<file path="src/hdl/integer_to_ascii_radix_macros.svh">
// Assertion macros for the integer-to-ASCII converter.
// Depends on clk and rst_n in the including module.
`ifndef INTEGER_TO_ASCII_RADIX_MACROS_SVH
`define INTEGER_TO_ASCII_RADIX_MACROS_SVH
`ifndef NO_ASSERTIONS
`define I2A_ASSERT_IMPLY(label, pre, post) \
    label: assert property (@(posedge clk) disable iff (!rst_n) (pre) |-> (post)) \
        else $error("integer_to_ascii_radix: same-cycle check failed");
`define I2A_ASSERT_NEXT(label, pre, post) \
    label: assert property (@(posedge clk) disable iff (!rst_n) (pre) |=> (post)) \
        else $error("integer_to_ascii_radix: next-cycle check failed");
`else
`define I2A_ASSERT_IMPLY(label, pre, post)
`define I2A_ASSERT_NEXT(label, pre, post)
`endif
`endif

</file>
<file path="src/hdl/i2a_pkg.sv">
// Package for the integer-to-ASCII converter: format codes, microcode
// opcodes and conditions, control word type and the microcode ROM.
// No dependencies.
`default_nettype none

package i2a_pkg;

    localparam int LEN_W = 7;

    typedef logic [1:0] fmt_t;
    localparam fmt_t FMT_HEX = 2'd0;
    localparam fmt_t FMT_DEC = 2'd1;
    localparam fmt_t FMT_BIN = 2'd2;
    localparam fmt_t FMT_BAD = 2'd3;

    typedef logic [2:0] step_t;
    localparam step_t STEP_IDLE  = 3'd0;
    localparam step_t STEP_CHECK = 3'd1;
    localparam step_t STEP_CONV  = 3'd2;
    localparam step_t STEP_TOP   = 3'd3;
    localparam step_t STEP_SCAN  = 3'd4;
    localparam step_t STEP_PFX   = 3'd5;
    localparam step_t STEP_ERR   = 3'd6;
    localparam step_t STEP_EMIT  = 3'd7;

    typedef logic [2:0] op_t;
    localparam op_t OP_IDLE  = 3'd0;
    localparam op_t OP_CHECK = 3'd1;
    localparam op_t OP_CONV  = 3'd2;
    localparam op_t OP_TOP   = 3'd3;
    localparam op_t OP_SCAN  = 3'd4;
    localparam op_t OP_PFX   = 3'd5;
    localparam op_t OP_ERR   = 3'd6;
    localparam op_t OP_EMIT  = 3'd7;

    typedef logic [2:0] cond_t;
    localparam cond_t COND_NONE      = 3'd0;
    localparam cond_t COND_ALWAYS    = 3'd1;
    localparam cond_t COND_NO_INPUT  = 3'd2;
    localparam cond_t COND_FMT_BAD   = 3'd3;
    localparam cond_t COND_CONV_MORE = 3'd4;
    localparam cond_t COND_SCAN_MORE = 3'd5;
    localparam cond_t COND_EMIT_MORE = 3'd6;

    typedef struct packed {
        op_t   op;
        cond_t cond;
        step_t target;
    } ctrl_t;

    localparam logic [7:0] CHAR_ZERO = 8'h30;
    localparam logic [7:0] CHAR_A    = 8'h41;
    localparam logic [7:0] CHAR_X    = 8'h78;
    localparam logic [7:0] CHAR_B    = 8'h62;

    // Fall-through past the last step wraps to idle.
    function automatic ctrl_t ucode(input step_t s);
        ctrl_t w;
        unique case (s)
            STEP_IDLE:  w = '{op: OP_IDLE,  cond: COND_NO_INPUT,  target: STEP_IDLE};
            STEP_CHECK: w = '{op: OP_CHECK, cond: COND_FMT_BAD,   target: STEP_ERR};
            STEP_CONV:  w = '{op: OP_CONV,  cond: COND_CONV_MORE, target: STEP_CONV};
            STEP_TOP:   w = '{op: OP_TOP,   cond: COND_NONE,      target: STEP_IDLE};
            STEP_SCAN:  w = '{op: OP_SCAN,  cond: COND_SCAN_MORE, target: STEP_SCAN};
            STEP_PFX:   w = '{op: OP_PFX,   cond: COND_ALWAYS,    target: STEP_EMIT};
            STEP_ERR:   w = '{op: OP_ERR,   cond: COND_ALWAYS,    target: STEP_IDLE};
            STEP_EMIT:  w = '{op: OP_EMIT,  cond: COND_EMIT_MORE, target: STEP_EMIT};
            default:    w = '{op: OP_IDLE,  cond: COND_NONE,      target: STEP_IDLE};
        endcase
        return w;
    endfunction

    function automatic logic [7:0] digit_char(input logic [3:0] d);
        logic [7:0] c;
        if (d <= 4'd9)
            c = CHAR_ZERO + {4'd0, d};
        else
            c = CHAR_A + {4'd0, d} - 8'd10;
        return c;
    endfunction

endpackage

`default_nettype wire

</file>
<file path="src/hdl/integer_to_ascii_radix.sv">
// Integer-to-ASCII converter (hex with 0x, decimal, binary with 0b), up to two chars per transaction.
// Microcoded sequencer over a digit shift register; uses i2a_pkg and the macros header.
// Steps: check, then ceil(VALUE_WIDTH/4) shift-add-3 conversion steps for decimal (one otherwise),
// then leading zero digits skipped one per cycle, then the prefix, then the digit pairs.
// An error format goes from the check step to the error step and back to idle.
// rst_n clears the step counter and the output valid flag asynchronously.
`default_nettype none

`include "integer_to_ascii_radix_macros.svh"

module integer_to_ascii_radix
    import i2a_pkg::*;
#(
    parameter int VALUE_WIDTH = 64
) (
    input  wire logic             clk,
    input  wire logic             rst_n,
    input  wire logic             in_valid,
    output logic                  in_ready,
    input  wire logic [63:0]      value,
    input  wire logic [1:0]       format,
    output logic                  out_valid,
    input  wire logic             out_ready,
    output logic [7:0]            first_char,
    output logic [7:0]            second_char,
    output logic                  second_valid,
    output logic                  last,
    output logic                  error,
    output logic [LEN_W-1:0]      total_length
);

    localparam int HEX_DIGITS = (VALUE_WIDTH + 3) / 4;
    localparam int HEX_W      = 4 * HEX_DIGITS;
    localparam int BCD_DIGITS = (VALUE_WIDTH * 30103) / 100000 + 1;
    localparam int BCD_W      = 4 * BCD_DIGITS;
    localparam int WORK_W     = (HEX_W > BCD_W) ? HEX_W : BCD_W;
    localparam int ALIGN      = WORK_W - HEX_W;
    localparam int CNT_W      = $clog2(HEX_W + 1);

    function automatic logic [BCD_W-1:0] dabble4(input logic [BCD_W-1:0] bcd_in,
                                                input logic [3:0] bits);
        logic [BCD_W-1:0] acc;
        acc = bcd_in;
        for (int s = 0; s < 4; s++)
        begin
            for (int d = 0; d < BCD_DIGITS; d++)
            begin
                if (acc[4*d +: 4] >= 4'd5)
                    acc[4*d +: 4] = acc[4*d +: 4] + 4'd3;
            end
            acc = {acc[BCD_W-2:0], bits[3-s]};
        end
        return acc;
    endfunction

    step_t              step_reg, step_next;
    fmt_t               fmt_reg, fmt_next;
    logic [HEX_W-1:0]   src_reg, src_next;
    logic [WORK_W-1:0]  work_reg, work_next;
    logic [CNT_W-1:0]   cnt_reg, cnt_next;
    logic [LEN_W-1:0]   len_reg, len_next;

    logic               out_valid_reg, out_valid_next;
    logic [7:0]         first_reg, first_next;
    logic [7:0]         second_reg, second_next;
    logic               sv_reg, sv_next;
    logic               last_reg, last_next;
    logic               err_reg, err_next;
    logic [LEN_W-1:0]   tlen_reg, tlen_next;

    ctrl_t              ctrl;
    logic               in_fire;
    logic               is_bin;
    logic               has_pfx;
    logic [3:0]         dig0, dig1;
    logic               out_free;
    logic               wants_out;
    logic               hold;
    logic               cond_true;
    logic               conv_more, scan_more, emit_more;

    assign ctrl     = ucode(step_reg);
    assign in_ready = (step_reg == STEP_IDLE);
    assign in_fire  = in_valid && in_ready;
    assign is_bin   = (fmt_reg == FMT_BIN);
    assign has_pfx  = (fmt_reg == FMT_HEX) || (fmt_reg == FMT_BIN);

    assign dig0 = is_bin ? {3'd0, work_reg[WORK_W-1]} : work_reg[WORK_W-1 -: 4];
    assign dig1 = is_bin ? {3'd0, work_reg[WORK_W-2]} : work_reg[WORK_W-5 -: 4];

    assign conv_more = (fmt_reg == FMT_DEC) && (cnt_reg != CNT_W'(1));
    assign scan_more = (dig0 == 4'd0) && (cnt_reg != CNT_W'(1));
    assign emit_more = (cnt_reg > CNT_W'(2));

    assign out_free  = !out_valid_reg || out_ready;
    assign wants_out = (ctrl.op == OP_EMIT) || (ctrl.op == OP_ERR)
                    || ((ctrl.op == OP_PFX) && has_pfx);
    assign hold      = wants_out && !out_free;

    always_comb
    begin
        unique case (ctrl.cond)
            COND_NONE:      cond_true = 1'b0;
            COND_ALWAYS:    cond_true = 1'b1;
            COND_NO_INPUT:  cond_true = !in_fire;
            COND_FMT_BAD:   cond_true = (fmt_reg == FMT_BAD);
            COND_CONV_MORE: cond_true = conv_more;
            COND_SCAN_MORE: cond_true = scan_more;
            COND_EMIT_MORE: cond_true = emit_more;
            default:        cond_true = 1'b0;
        endcase
    end

    always_comb
    begin
        step_next      = step_reg;
        fmt_next       = fmt_reg;
        src_next       = src_reg;
        work_next      = work_reg;
        cnt_next       = cnt_reg;
        len_next       = len_reg;
        out_valid_next = out_valid_reg && !out_ready;
        first_next     = first_reg;
        second_next    = second_reg;
        sv_next        = sv_reg;
        last_next      = last_reg;
        err_next       = err_reg;
        tlen_next      = tlen_reg;

        if (!hold)
        begin
            step_next = cond_true ? ctrl.target : step_reg + 3'd1;
            unique case (ctrl.op)
                OP_IDLE:
                begin
                    if (in_fire)
                    begin
                        fmt_next = format;
                        src_next = HEX_W'(value[VALUE_WIDTH-1:0]);
                        work_next = (format == FMT_DEC) ? '0
                                  : (WORK_W'(value[VALUE_WIDTH-1:0]) << ALIGN);
                        cnt_next = CNT_W'(HEX_DIGITS);
                    end
                end
                OP_CHECK:
                begin
                end
                OP_CONV:
                begin
                    if (fmt_reg == FMT_DEC)
                    begin
                        work_next[WORK_W-1 -: BCD_W] =
                            dabble4(work_reg[WORK_W-1 -: BCD_W], src_reg[HEX_W-1 -: 4]);
                        src_next = src_reg << 4;
                        cnt_next = cnt_reg - CNT_W'(1);
                    end
                end
                OP_TOP:
                begin
                    unique case (fmt_reg)
                        FMT_HEX: cnt_next = CNT_W'(HEX_DIGITS);
                        FMT_DEC: cnt_next = CNT_W'(BCD_DIGITS);
                        FMT_BIN: cnt_next = CNT_W'(HEX_W);
                        default: cnt_next = CNT_W'(1);
                    endcase
                end
                OP_SCAN:
                begin
                    if (scan_more)
                    begin
                        work_next = is_bin ? (work_reg << 1) : (work_reg << 4);
                        cnt_next  = cnt_reg - CNT_W'(1);
                    end
                end
                OP_PFX:
                begin
                    len_next = LEN_W'(cnt_reg) + (has_pfx ? LEN_W'(2) : LEN_W'(0));
                    if (has_pfx)
                    begin
                        out_valid_next = 1'b1;
                        first_next     = CHAR_ZERO;
                        second_next    = is_bin ? CHAR_B : CHAR_X;
                        sv_next        = 1'b1;
                        last_next      = 1'b0;
                        err_next       = 1'b0;
                        tlen_next      = '0;
                    end
                end
                OP_ERR:
                begin
                    out_valid_next = 1'b1;
                    first_next     = 8'd0;
                    second_next    = 8'd0;
                    sv_next        = 1'b0;
                    last_next      = 1'b1;
                    err_next       = 1'b1;
                    tlen_next      = '0;
                end
                OP_EMIT:
                begin
                    out_valid_next = 1'b1;
                    first_next     = digit_char(dig0);
                    second_next    = (cnt_reg >= CNT_W'(2)) ? digit_char(dig1) : 8'd0;
                    sv_next        = (cnt_reg >= CNT_W'(2));
                    last_next      = !emit_more;
                    err_next       = 1'b0;
                    tlen_next      = emit_more ? LEN_W'(0) : len_reg;
                    work_next      = is_bin ? (work_reg << 2) : (work_reg << 8);
                    cnt_next       = emit_more ? (cnt_reg - CNT_W'(2)) : cnt_reg;
                end
                default:
                begin
                end
            endcase
        end
    end

    always_ff @(posedge clk or negedge rst_n)
    begin
        if (!rst_n)
        begin
            step_reg      <= STEP_IDLE;
            out_valid_reg <= 1'b0;
        end
        else
        begin
            step_reg      <= step_next;
            out_valid_reg <= out_valid_next;
        end
    end

    always_ff @(posedge clk)
    begin
        fmt_reg    <= fmt_next;
        src_reg    <= src_next;
        work_reg   <= work_next;
        cnt_reg    <= cnt_next;
        len_reg    <= len_next;
        first_reg  <= first_next;
        second_reg <= second_next;
        sv_reg     <= sv_next;
        last_reg   <= last_next;
        err_reg    <= err_next;
        tlen_reg   <= tlen_next;
    end

    assign out_valid    = out_valid_reg;
    assign first_char   = first_reg;
    assign second_char  = second_reg;
    assign second_valid = sv_reg;
    assign last         = last_reg;
    assign error        = err_reg;
    assign total_length = tlen_reg;

    `I2A_ASSERT_NEXT(a_accept_to_check, in_valid && in_ready, step_reg == STEP_CHECK)
    `I2A_ASSERT_IMPLY(a_error_is_last, out_valid_reg && err_reg, last_reg && tlen_reg == '0)
    `I2A_ASSERT_IMPLY(a_midpair_full, out_valid_reg && !last_reg, sv_reg && tlen_reg == '0)
    `I2A_ASSERT_IMPLY(a_scan_count, step_reg == STEP_SCAN || step_reg == STEP_EMIT,
                      cnt_reg != '0)

endmodule

`default_nettype wire

</file>
<file path="config.mk">
export PLATFORM = sky130hd
export DESIGN_NAME = integer_to_ascii_radix
export DESIGN_NICKNAME = d
export VERILOG_FILES = /design/src/hdl/i2a_pkg.sv /design/src/hdl/integer_to_ascii_radix.sv
export VERILOG_INCLUDE_DIRS = /design/src /design/src/hdl
export SDC_FILE = /design/constraint.sdc
export NUM_CORES = 1
export LEC_CHECK = 0
export BUFFER_PORTS_ARGS = -buffer_cell sky130_fd_sc_hd__buf_2
export CORE_MARGIN = 10
export CORE_UTILIZATION = 40
export CTS_CLUSTER_SIZE = 20
export DETAILED_ROUTE_END_ITERATION = 8
export GPL_TIMING_DRIVEN = 0
export HOLD_SLACK_MARGIN = 0.03
export PLACE_DENSITY = 0.56
export SLEW_MARGIN = 20
export SYNTH_ARGS = -nofsm -noshare
export SYNTH_HDL_FRONTEND = slang
export SYNTH_SLANG_ARGS = --single-unit
export TNS_END_PERCENT = 1
</file>
<file path="constraint.sdc">
create_clock -name clk -period 11.3 [get_ports clk]
set_clock_uncertainty 0.05 [all_clocks]
set_input_delay 2.26 -clock clk [delete_from_list [all_inputs] [get_ports clk]]
set_output_delay 2.26 -clock clk [all_outputs]
set_load 0.02 [all_outputs]
</file>
==> summary.md, run 1 <==
| Metric | Value |
|---|---|
| RSZ-0062 raised after global routing | `no` |
| Average vias per placed instance | `6.076` |
| Gr ovfl total | `0` |
| Root Buffer | `clkbuf_16` |
| Final Core Density | `0.4510` |
| Area of the multi-input gates | `0.01156 mm^2` |
| Avg Cell Area, Syn | `7.939 um^2` |
| Sinks on Clock Net | `188` |
| Nets | `2,594` |
| Yosys warns | `0` |
| Pin count of the biggest net entering global routing | `25` |
| Ranking of synthesized cells by area | `edfxtp_1 (31%), nand2_1 (8.5%), ha_1 (8.2%)` |
| Layout cells sized above 1 | `0.1017` |
| Least-Margin Pin Slew | `1.115 ns` |
| Post-synthesis cell type count | `91` |
| First-pass GRT wire length | `98.26 mm` |
| Synth Register Bits | `188` |
| Placer Congestion | `0.9412` |
| Width of the die | `232.4 um` |
| Share of the synthesized area in the top cell type | `0.3062` |
| Worst Path Max Fanout | `10` |
| Post-CTS Hold Fix Bufs | `0` |
| Register Area | `0.005625 mm^2` |
| Status | `finished clean` |
| Crit path time final | `4.751 ns` |
| Sequential share of the synthesized area | `0.3117` |
| Port Buffer Count | `95` |
| Critical path cell sequence | `buf_2 > inv_1 > o21ai_1 > clkbuf_1 > clkbuf_1 > o221ai_1` |
| Slew Limit Fails | `0` |
| Diodes inserted | `0` |
| Top_reg_cell synth | `edfxtp_1` |
| Fin. Hold Viols | `0` |
| Crit-path max cell delay | `0.79 ns` |
| CP arrival | `4.91 ns` |
| CP startpoint kind | `primary input` |
| Cts repair resizes | `0` |
| Top-count cell post-synth | `nand2_1` |
| Chip Height | `232.4 um` |
| Final ANT Viol Nets | `0` |
| Worst path bufs/invs | `4` |
| Asr flop ratio synth | `0.02128` |
| H-tree Lvls | `4` |
| HP Class | `register to register` |
| Reg clk slew, reported paths | `0.08 ns` |
| Slew HR | `0.2567` |
| Remaining DRCs | `0` |
| Synth cell count leaders | `nand2_1 (408), a21oi_1 (286), edfxtp_1 (184)` |
| Die area | `0.05401 mm^2` |
| Placement Rows | `77` |
| Number of global-route vias before repair | `16,890` |
| # IOs | `98` |
| Slowest CP cell | `clkbuf_1` |
| Netlist Area Pre-Place | `0.01804 mm^2` |
| Core Area | `0.04441 mm^2` |
| # fillers | `4,455` |
| Post-synth top area cell | `edfxtp_1` |
| Antenna violations before repair | `2` |
| Clock Tree Buf Depth | `2` |
| DRT Pass-1 Iters | `5` |
| Number of synthesized flops with an enable pin | `184` |
| Tcrit/Tclk final | `0.4204` |
| Crit end category | `register` |
| WL final | `65.83 mm` |
| Wire per inst | `21.86 um` |
| Area Growth Syn to Fin | `11.00%` |
| Global Route Usage Sum | `0.2373` |
| DPL Wire Length | `49.52 mm` |
| Max_cap viols | `0` |
| Max Clk Rate | `0.2105 GHz` |
| CP Class | `primary input to register` |
| Setup-failing EPs final | `0` |
| Max reg flops | `80` |
| Initial Util | `0.4063` |
| Worst EP required | `11.46 ns` |
| TritonCTS clock tree | `yes` |
| DRT iter0 DRCs | `1,707` |
| Vias | `18,290` |
| Setup_tns | `0 ns` |
| Setup Buffers After CTS | `0` |
| CP delay by family, top | `buffers and inverters` |
| CTS Buf Count | `17` |
| Cells after Synth | `2,273` |
| CP most frequent cell | `clkbuf_1` |
| Worst-Skew Late Latency | `0.51 ns` |
[worst paths after layout]
path / endpoint / cells after the start / startpoint / slack (ns)
max: work_reg[48]$_DFFE_PP_ / 6 / format[0] / 6.55
min: src_reg[35]$_DFFE_PP_ / 2 / src_reg[31]$_DFFE_PP_ / 0.46
max reg2reg: work_reg[53]$_DFFE_PP_ / 17 / work_reg[52]$_DFFE_PP_ / 6.63
min reg2reg: src_reg[35]$_DFFE_PP_ / 2 / src_reg[31]$_DFFE_PP_ / 0.46
max in group asynchronous: out_valid$_DFF_PN0_ / 1 / rst_n / 9.60
min in group asynchronous: step_reg[2]$_DFFE_PN0N_ / 1 / rst_n / 1.48
[routing by layer]
metal	track usage	up-vias	wire (um)
met1	0.3079	8708	27740
met3	0.04514	155	5584
met5	0	-	0
met4	0.09475	0	2350
met2	0.3820	826	30160
li1	-	8605	-
[worst reg2reg max path, cell delays in order (launching register included)]
cell and delay [ns]:
edfxtp_1 0.54, inv_1 0.08, ha_1 0.26, and2b_1 0.20
o21ai_0 0.39, or2_2 0.21, ha_1 0.16, o21bai_1 0.11
a21oi_1 0.07, o21ai_0 0.52, inv_1 0.10, ha_1 0.23
or2_1 0.23, o221a_1 0.24, a21oi_4 0.19, a21o_1 0.15
a311oi_1 0.09, or4_1 0.58
[layout make-up]
class,count,share of cell area
multi-input combinational,1857,0.5770
tap,592,0.03698
buffer,93,0.01861
timing repair buffer,113,0.03123
clock inverter,15,0.008558
clock buffer,17,0.02124
inverter,136,0.02555
sequential,188,0.2808
[metrics by stage]
stage / hold slack [ns] / area, um^2 / instances / worst slack (ns)
after floorplan: 0.4336 / 18050 / 2274 / 2.374
after global placement: 0.4428 / 19260 / 2961 / -1.045
after detailed placement: 0.4428 / 19430 / 2979 / 5.850
after CTS: 0.4647 / 20030 / 3011 / 6.381
after global routing: 0.4889 / 20030 / 3011 / 6.354
final: 0.4641 / 20030 / 3011 / 6.549
[cell families after synthesis]
group / share of synthesized area
AO/OA/AOI/OAI: 0.2702
flip-flops: 0.3117
multiplexers: 0.04313
adder cells (fa/ha/maj): 0.08182
buffers and inverters: 0.04895
other: 0.0002078
XOR/XNOR: 0.04417
AND/OR/NAND/NOR: 0.1998
[layout by cell type (no fill, tap or decap), types with 9 or more instances in the layout]
master	instances
a211oi_1	23
a21boi_0	9
a21o_1	17
a21oi_1	286
a311oi_1	36
a31o_2	14
a31oi_1	48
and2_1	11
and3_1	16
buf_1	17
buf_2	99
buf_4	16
clkbuf_1	66
clkbuf_16	17
edfxtp_1	184
ha_1	118
inv_1	131
mux2_2	27
mux2i_1	46
nand2_1	408
nand2b_1	38
nand3_1	45
nor2_1	128
nor2b_1	30
nor3_1	37
nor3b_1	32
nor4_1	9
o211ai_1	24
o21a_1	20
o21ai_0	157
o21ai_1	21
o21bai_1	10
o221ai_1	21
o22ai_1	11
o31ai_1	16
xnor2_1	50
xor2_1	28
Power of run 1 is not shown: default switching activity piles up to over one toggle a cycle in this logic, so the estimate is an artifact.
==> run 2, diff against run 1 <==
- ABC_AREA: default -> 1
- clock period: 11.3 -> 4.4 ns (I/O delays scaled with it)
==> run 2 against run 1 <==
Hold slack worse by 0.32 ns. Register-to-register slack worse by 6.3 ns. Critical path depth up 2. Largest cell class unchanged. Routed wire length up 0.75%. Synthesized area up 3.6%. Highest routed layer is now met5. Non-clock buffer count down 27. Cell area up 3.5%. First-iteration DRC count up 29%. Final cell count up 17%.
==> summary.md, run 2 <==
| Metric | Value |
|---|---|
| Uppermost routed layer | `met5` |
| Synth cell count leaders | `nand2_1 (926), nand3_1 (431), inv_1 (396)` |
| Top-count cell post-synth | `nand2_1` |
| Hold WS | `0.1411 ns` |
| Remaining DRCs | `0` |
| HP Class | `primary input to asynchronous set/reset pin` |
| # IOs | `98` |
| Width of the die | `236.2 um` |
| Worst Path Max Fanout | `44` |
| Die area | `0.05578 mm^2` |
| Slew Limit Fails | `0` |
| Status | `finished clean` |
| Cells after Synth | `2,775` |
| CP startpoint kind | `register` |
| Crit path time final | `4.117 ns` |
| DRT iter0 DRCs | `2,203` |
| Synth Register Bits | `188` |
| Pin count of the biggest net entering global routing | `45` |
| Final ANT Viol Nets | `0` |
| Average vias per placed instance | `5.529` |
| Inst Count DP | `3,484` |
| Crit end category | `register` |
| # fillers | `4,710` |
| Fin area | `0.02073 mm^2` |
| CTS Buf Count | `17` |
| Max_cap viols | `0` |
| Number of global-route vias before repair | `17,740` |
| Placed cell areas | `0.02006 mm^2` |
| First-pass GRT wire length | `99.93 mm` |
| Worst-Skew Late Latency | `0.49 ns` |
| Reg clk slew, reported paths | `0.09 ns` |
| Port Buffer Count | `95` |
| Avg Cell Area, Syn | `6.737 um^2` |
| Sequential share of the synthesized area | `0.3009` |
| Chip Height | `236.2 um` |
| Post-synth top area cell | `edfxtp_1` |
| Routed wl met2 | `28.82 mm` |
| Least-Margin Pin Slew | `1.154 ns` |
| Max reg flops | `80` |
| Yosys warns | `0` |
| WL final | `66.32 mm` |
| Diodes inserted | `0` |
| Gr ovfl total | `0` |
| Ranking of synthesized cells by area | `edfxtp_1 (30%), nand2_1 (19%), nand3_1 (12%)` |
| H-tree Lvls | `4` |
| Max Clk Rate | `0.2429 GHz` |
| Slew HR | `0.2309` |
| DRT Pass-1 Iters | `6` |
| Root Buffer | `clkbuf_16` |
| Tcrit/Tclk final | `0.9356` |
| Number of synthesized flops with an enable pin | `184` |
| Nets | `3,089` |
| Global Route Usage Sum | `0.2284` |
| Sinks on Clock Net | `188` |
| Metal-1 WL | `29.00 mm` |
| DPL Wire Length | `50.34 mm` |
| Placer Congestion | `0.9113` |
| Commonest non-fill, non-tap cells in the layout | `nand2_1 (926), nand3_1 (430), inv_1 (396)` |
| Post-CTS Hold Fix Bufs | `0` |
| Fin. Hold Viols | `0` |
| TritonCTS clock tree | `yes` |
| Setup-failing EPs final | `0` |
| Area Growth Syn to Fin | `10.89%` |
| Wire per inst | `18.84 um` |
| Met3 Wirelength | `6.028 mm` |
| Netlist Area Pre-Place | `0.01869 mm^2` |
| Share of the synthesized area in the top cell type | `0.2956` |
| Core Area | `0.04636 mm^2` |
| Antenna violations before repair | `2` |
| Vias | `19,470` |
| Initial Util | `0.4033` |
| Worst EP required | `4.52 ns` |
| Asr flop ratio synth | `0.02128` |
| Most common library cell in the layout ignoring fill and taps | `nand2_1` |
| Non-filler instance count after layout | `3,521` |
| Setup_tns | `0 ns` |
| Post-synthesis cell type count | `52` |
| Top_reg_cell synth | `edfxtp_1` |
| CP arrival | `4.24 ns` |
| Clock Tree Buf Depth | `2` |
| CP Class | `register to register` |
| Layout cells sized above 1 | `0.1012` |
| Placement Rows | `79` |
[run 2: layout make-up]
class	instances	area [um^2]	share of cell area
multi-input combinational	2111	11310	0.5457
sequential	188	5625	0.2714
inverter	404	1516	0.07315
tap	607	759.5	0.03664
timing repair buffer	106	620.6	0.02994
clock buffer	18	429.2	0.02070
buffer	73	290.3	0.01400
clock inverter	14	176.4	0.008510
[run 2: cell families after synthesis]
logic type               count (synthesis)  synth area share
XOR/XNOR                                28           0.01954
buffers and inverters                  477           0.09658
flip-flops                             188            0.3009
adder cells (fa/ha/maj)                118           0.07898
AND/OR/NAND/NOR                       1702            0.4159
other                                    1         0.0002006
AO/OA/AOI/OAI                          261           0.08788
[run 2: path summary, 6_finish.rpt]
kind | slack [ns] | cells past startpoint | endpoint | startpoint
min reg2reg | 0.47 | 2 | src_reg[44]$_DFFE_PP_ | src_reg[40]$_DFFE_PP_
max in group asynchronous | 4.02 | 1 | step_reg[2]$_DFFE_PN0N_ | rst_n
max reg2reg | 0.28 | 8 | work_reg[33]$_DFFE_PP_ | step_reg[0]$_DFFE_PN0P_
min | 0.14 | 1 | step_reg[0]$_DFFE_PN0P_ | rst_n
min in group clk | 0.47 | 2 | src_reg[44]$_DFFE_PP_ | src_reg[40]$_DFFE_PP_
max | 0.28 | 8 | work_reg[33]$_DFFE_PP_ | step_reg[0]$_DFFE_PN0P_
[run 2: timing repair]
action,in CTS,in global routing
setup endpoints to repair,0,8
setup buffers,0,5
resized for setup,0,3
[run 2: stage by stage]
step	utilization	setup WS, ns
finish	0.4472	0.2834
global route	0.4472	-0.01844
CTS	0.4458	0.2511
detailed placement	0.4328	0.2813
global placement	0.4302	-1.732
floorplan	-	0.2195
[run 2: critical path, stage by stage, from the launching register on]
cell,delay [ns]
dfrtp_1,0.52
inv_1,0.19
ha_1,0.25
nand2_1,0.59
inv_2,0.30
buf_1,0.53
a21oi_1,0.37
o21a_4,0.64
buf_12,0.31
[run 2: per-layer routing]
metal,vias to the layer above,track usage
li1,9515,-
met1,8937,0.3032
met2,844,0.3570
met3,168,0.04974
met4,2,0.08570
met5,-,0
Power of run 2 is left out for the same reason.
==> run 3, diff against run 2 <==
- ABC_AREA: 1 -> default
==> run 3 against run 2 <==
Count of clock-buffer cells in the layout decreased by 1. Routed wire length is 0.85% lower. Final cell count down 14%. Critical path depth did not move. Sequential share of layout area is 0.48 points higher. Utilization is 1.1 points higher. First-iteration DRC count fell by 11%. Fmax down 6.3%. Largest cell class unchanged.
==> summary.md, run 3 (synthesis results as in run 1) <==
| Metric | Value |
|---|---|
| Placed cell areas | `0.01946 mm^2` |
| Reg clk slew, reported paths | `0.09 ns` |
| Die area | `0.05401 mm^2` |
| # IOs | `98` |
| Sinks on Clock Net | `188` |
| Gr busiest metal | `met2` |
| DRT iter0 DRCs | `1,964` |
| Global Route Usage Sum | `0.2373` |
| Worst r2r src | `step_reg[0]$_DFFE_PN0P_` |
| TritonCTS clock tree | `yes` |
| Post-CTS Hold Fix Bufs | `0` |
| CP startpoint kind | `register` |
| DRT Pass-1 Iters | `5` |
| Inst Count DP | `2,971` |
| Number of global-route vias before repair | `16,910` |
| M3 GR Usage | `0.05281` |
| Worst EP required | `4.54 ns` |
| Status | `finished clean` |
| Worst Path Max Fanout | `10` |
| Nets | `2,599` |
| Tcrit/Tclk final | `0.9983` |
| Chip Height | `232.4 um` |
| Vias | `18,330` |
| Wire per inst | `21.80 um` |
| Crit path time final | `4.393 ns` |
| Most common library cell in the layout ignoring fill and taps | `nand2_1` |
| Fin. Hold Viols | `0` |
| CTS Buf Count | `17` |
| DPL Wire Length | `49.04 mm` |
| Max Clk Rate | `0.2277 GHz` |
| Width of the die | `232.4 um` |
| Worst-Skew Late Latency | `0.51 ns` |
| Slew HR | `0.2421` |
| Gr ovfl total | `0` |
| CP arrival | `4.54 ns` |
| Final ANT Viol Nets | `0` |
| Least-Margin Pin Slew | `1.137 ns` |
| Worst Setup SP | `step_reg[0]$_DFFE_PN0P_` |
| Average vias per placed instance | `6.078` |
| GR Util met1 | `0.3062` |
| FF-to-FF path depth | `8` |
| Max reg flops | `80` |
| Placer Congestion | `0.9574` |
| RSZ-0062 raised after global routing | `yes` |
| First-pass GRT wire length | `98.64 mm` |
| Slew Limit Fails | `0` |
| Diodes inserted | `0` |
| H-tree Lvls | `4` |
| Fin area | `0.02037 mm^2` |
| Met2 Use GR | `0.3793` |
| Area Growth Syn to Fin | `12.88%` |
| FF-to-FF setup slack | `0.007 ns` |
| Remaining DRCs | `0` |
| Non-filler instance count after layout | `3,016` |
| Core Area | `0.04441 mm^2` |
| Port Buffer Count | `95` |
| Antenna violations before repair | `0` |
| Layout cells sized above 1 | `0.1180` |
| CP Class | `register to register` |
| HP Class | `primary input to asynchronous set/reset pin` |
| Commonest non-fill, non-tap cells in the layout | `nand2_1 (408), a21oi_1 (274), edfxtp_1 (184)` |
| Hold WS | `0.1043 ns` |
| Reg-to-reg endpoint | `work_reg[71]$_DFFE_PP_` |
| Crit end category | `register` |
| Initial Util | `0.4063` |
| WL final | `65.76 mm` |
| # fillers | `4,404` |
| Placement Rows | `77` |
| Clock Tree Buf Depth | `2` |
| Pin count of the biggest net entering global routing | `25` |
| Max_cap viols | `0` |
| Root Buffer | `clkbuf_16` |
| Setup-failing EPs final | `0` |
## run 3: critical path, cell delays in order (launching register included)
cell      delay [ns]
dfrtp_1         0.58
ha_1            0.28
ha_1            0.16
clkbuf_1        0.46
nor2_1          0.13
o21ai_0         0.42
clkbuf_1        0.84
buf_1           0.85
o221ai_1        0.27
## run 3: per-layer routing
metal / routed length, um / part of all wire / vias up
met5: 0 / 0 / -
met4: 2377 / 0.036 / 0
met3: 5760 / 0.088 / 160
met2: 29820 / 0.45 / 843
met1: 27800 / 0.42 / 8700
li1: - / - / 8627
## run 3: layout make-up
type | count | area, um^2 | share of cell area
Clock buffer | 17 | 425.4 | 0.02088
Tap cell | 592 | 740.7 | 0.03636
Inverter | 136 | 511.7 | 0.02512
Clock inverter | 15 | 187.7 | 0.009214
Timing Repair Buffer | 118 | 740.7 | 0.03636
Multi-Input combinational cell | 1857 | 11760 | 0.5775
Sequential cell | 188 | 5625 | 0.2762
Buffer | 93 | 375.4 | 0.01843
## run 3: worst max-delay path by stage
stage,to,slack [ns],cells past startpoint
after global routing,work_reg[2]$_SDFFCE_PP0P_,-0.14,18
final,work_reg[71]$_DFFE_PP_,0.007,8
after CTS,work_reg[9]$_SDFFCE_PP0P_,0.009,17
after global placement,src_reg[27]$_DFFE_PP_,-2.55,7
after detailed placement,work_reg[6]$_SDFFCE_PP0P_,-0.22,20
after floorplan,src_reg[0]$_SDFFCE_PP0P_,-0.38,7
## run 3: timing repair
item | CTS | global route
buffers inserted | 0 | 13
resized for setup | 7 | 43
endpoints found under the setup margin | 12 | 37
pin swaps | 0 | 1
endpoints found under the hold margin | 0 | 0
## run 3: through the flow
| stage | worst slack (ns) | utilization | TNS (ns) |
|---|---|---|---|
| finish | 0.007498 | 0.4586 | 0 |
| global route | -0.1440 | 0.4586 | -0.7430 |
| CTS | 0.009231 | 0.4526 | 0 |
| detailed placement | -0.2175 | 0.4382 | -0.8619 |
| global placement | -2.550 | 0.4341 | -276.63 |
| floorplan | -0.3776 | - | -24.17 |
Power of run 3 is left out for the same reason.
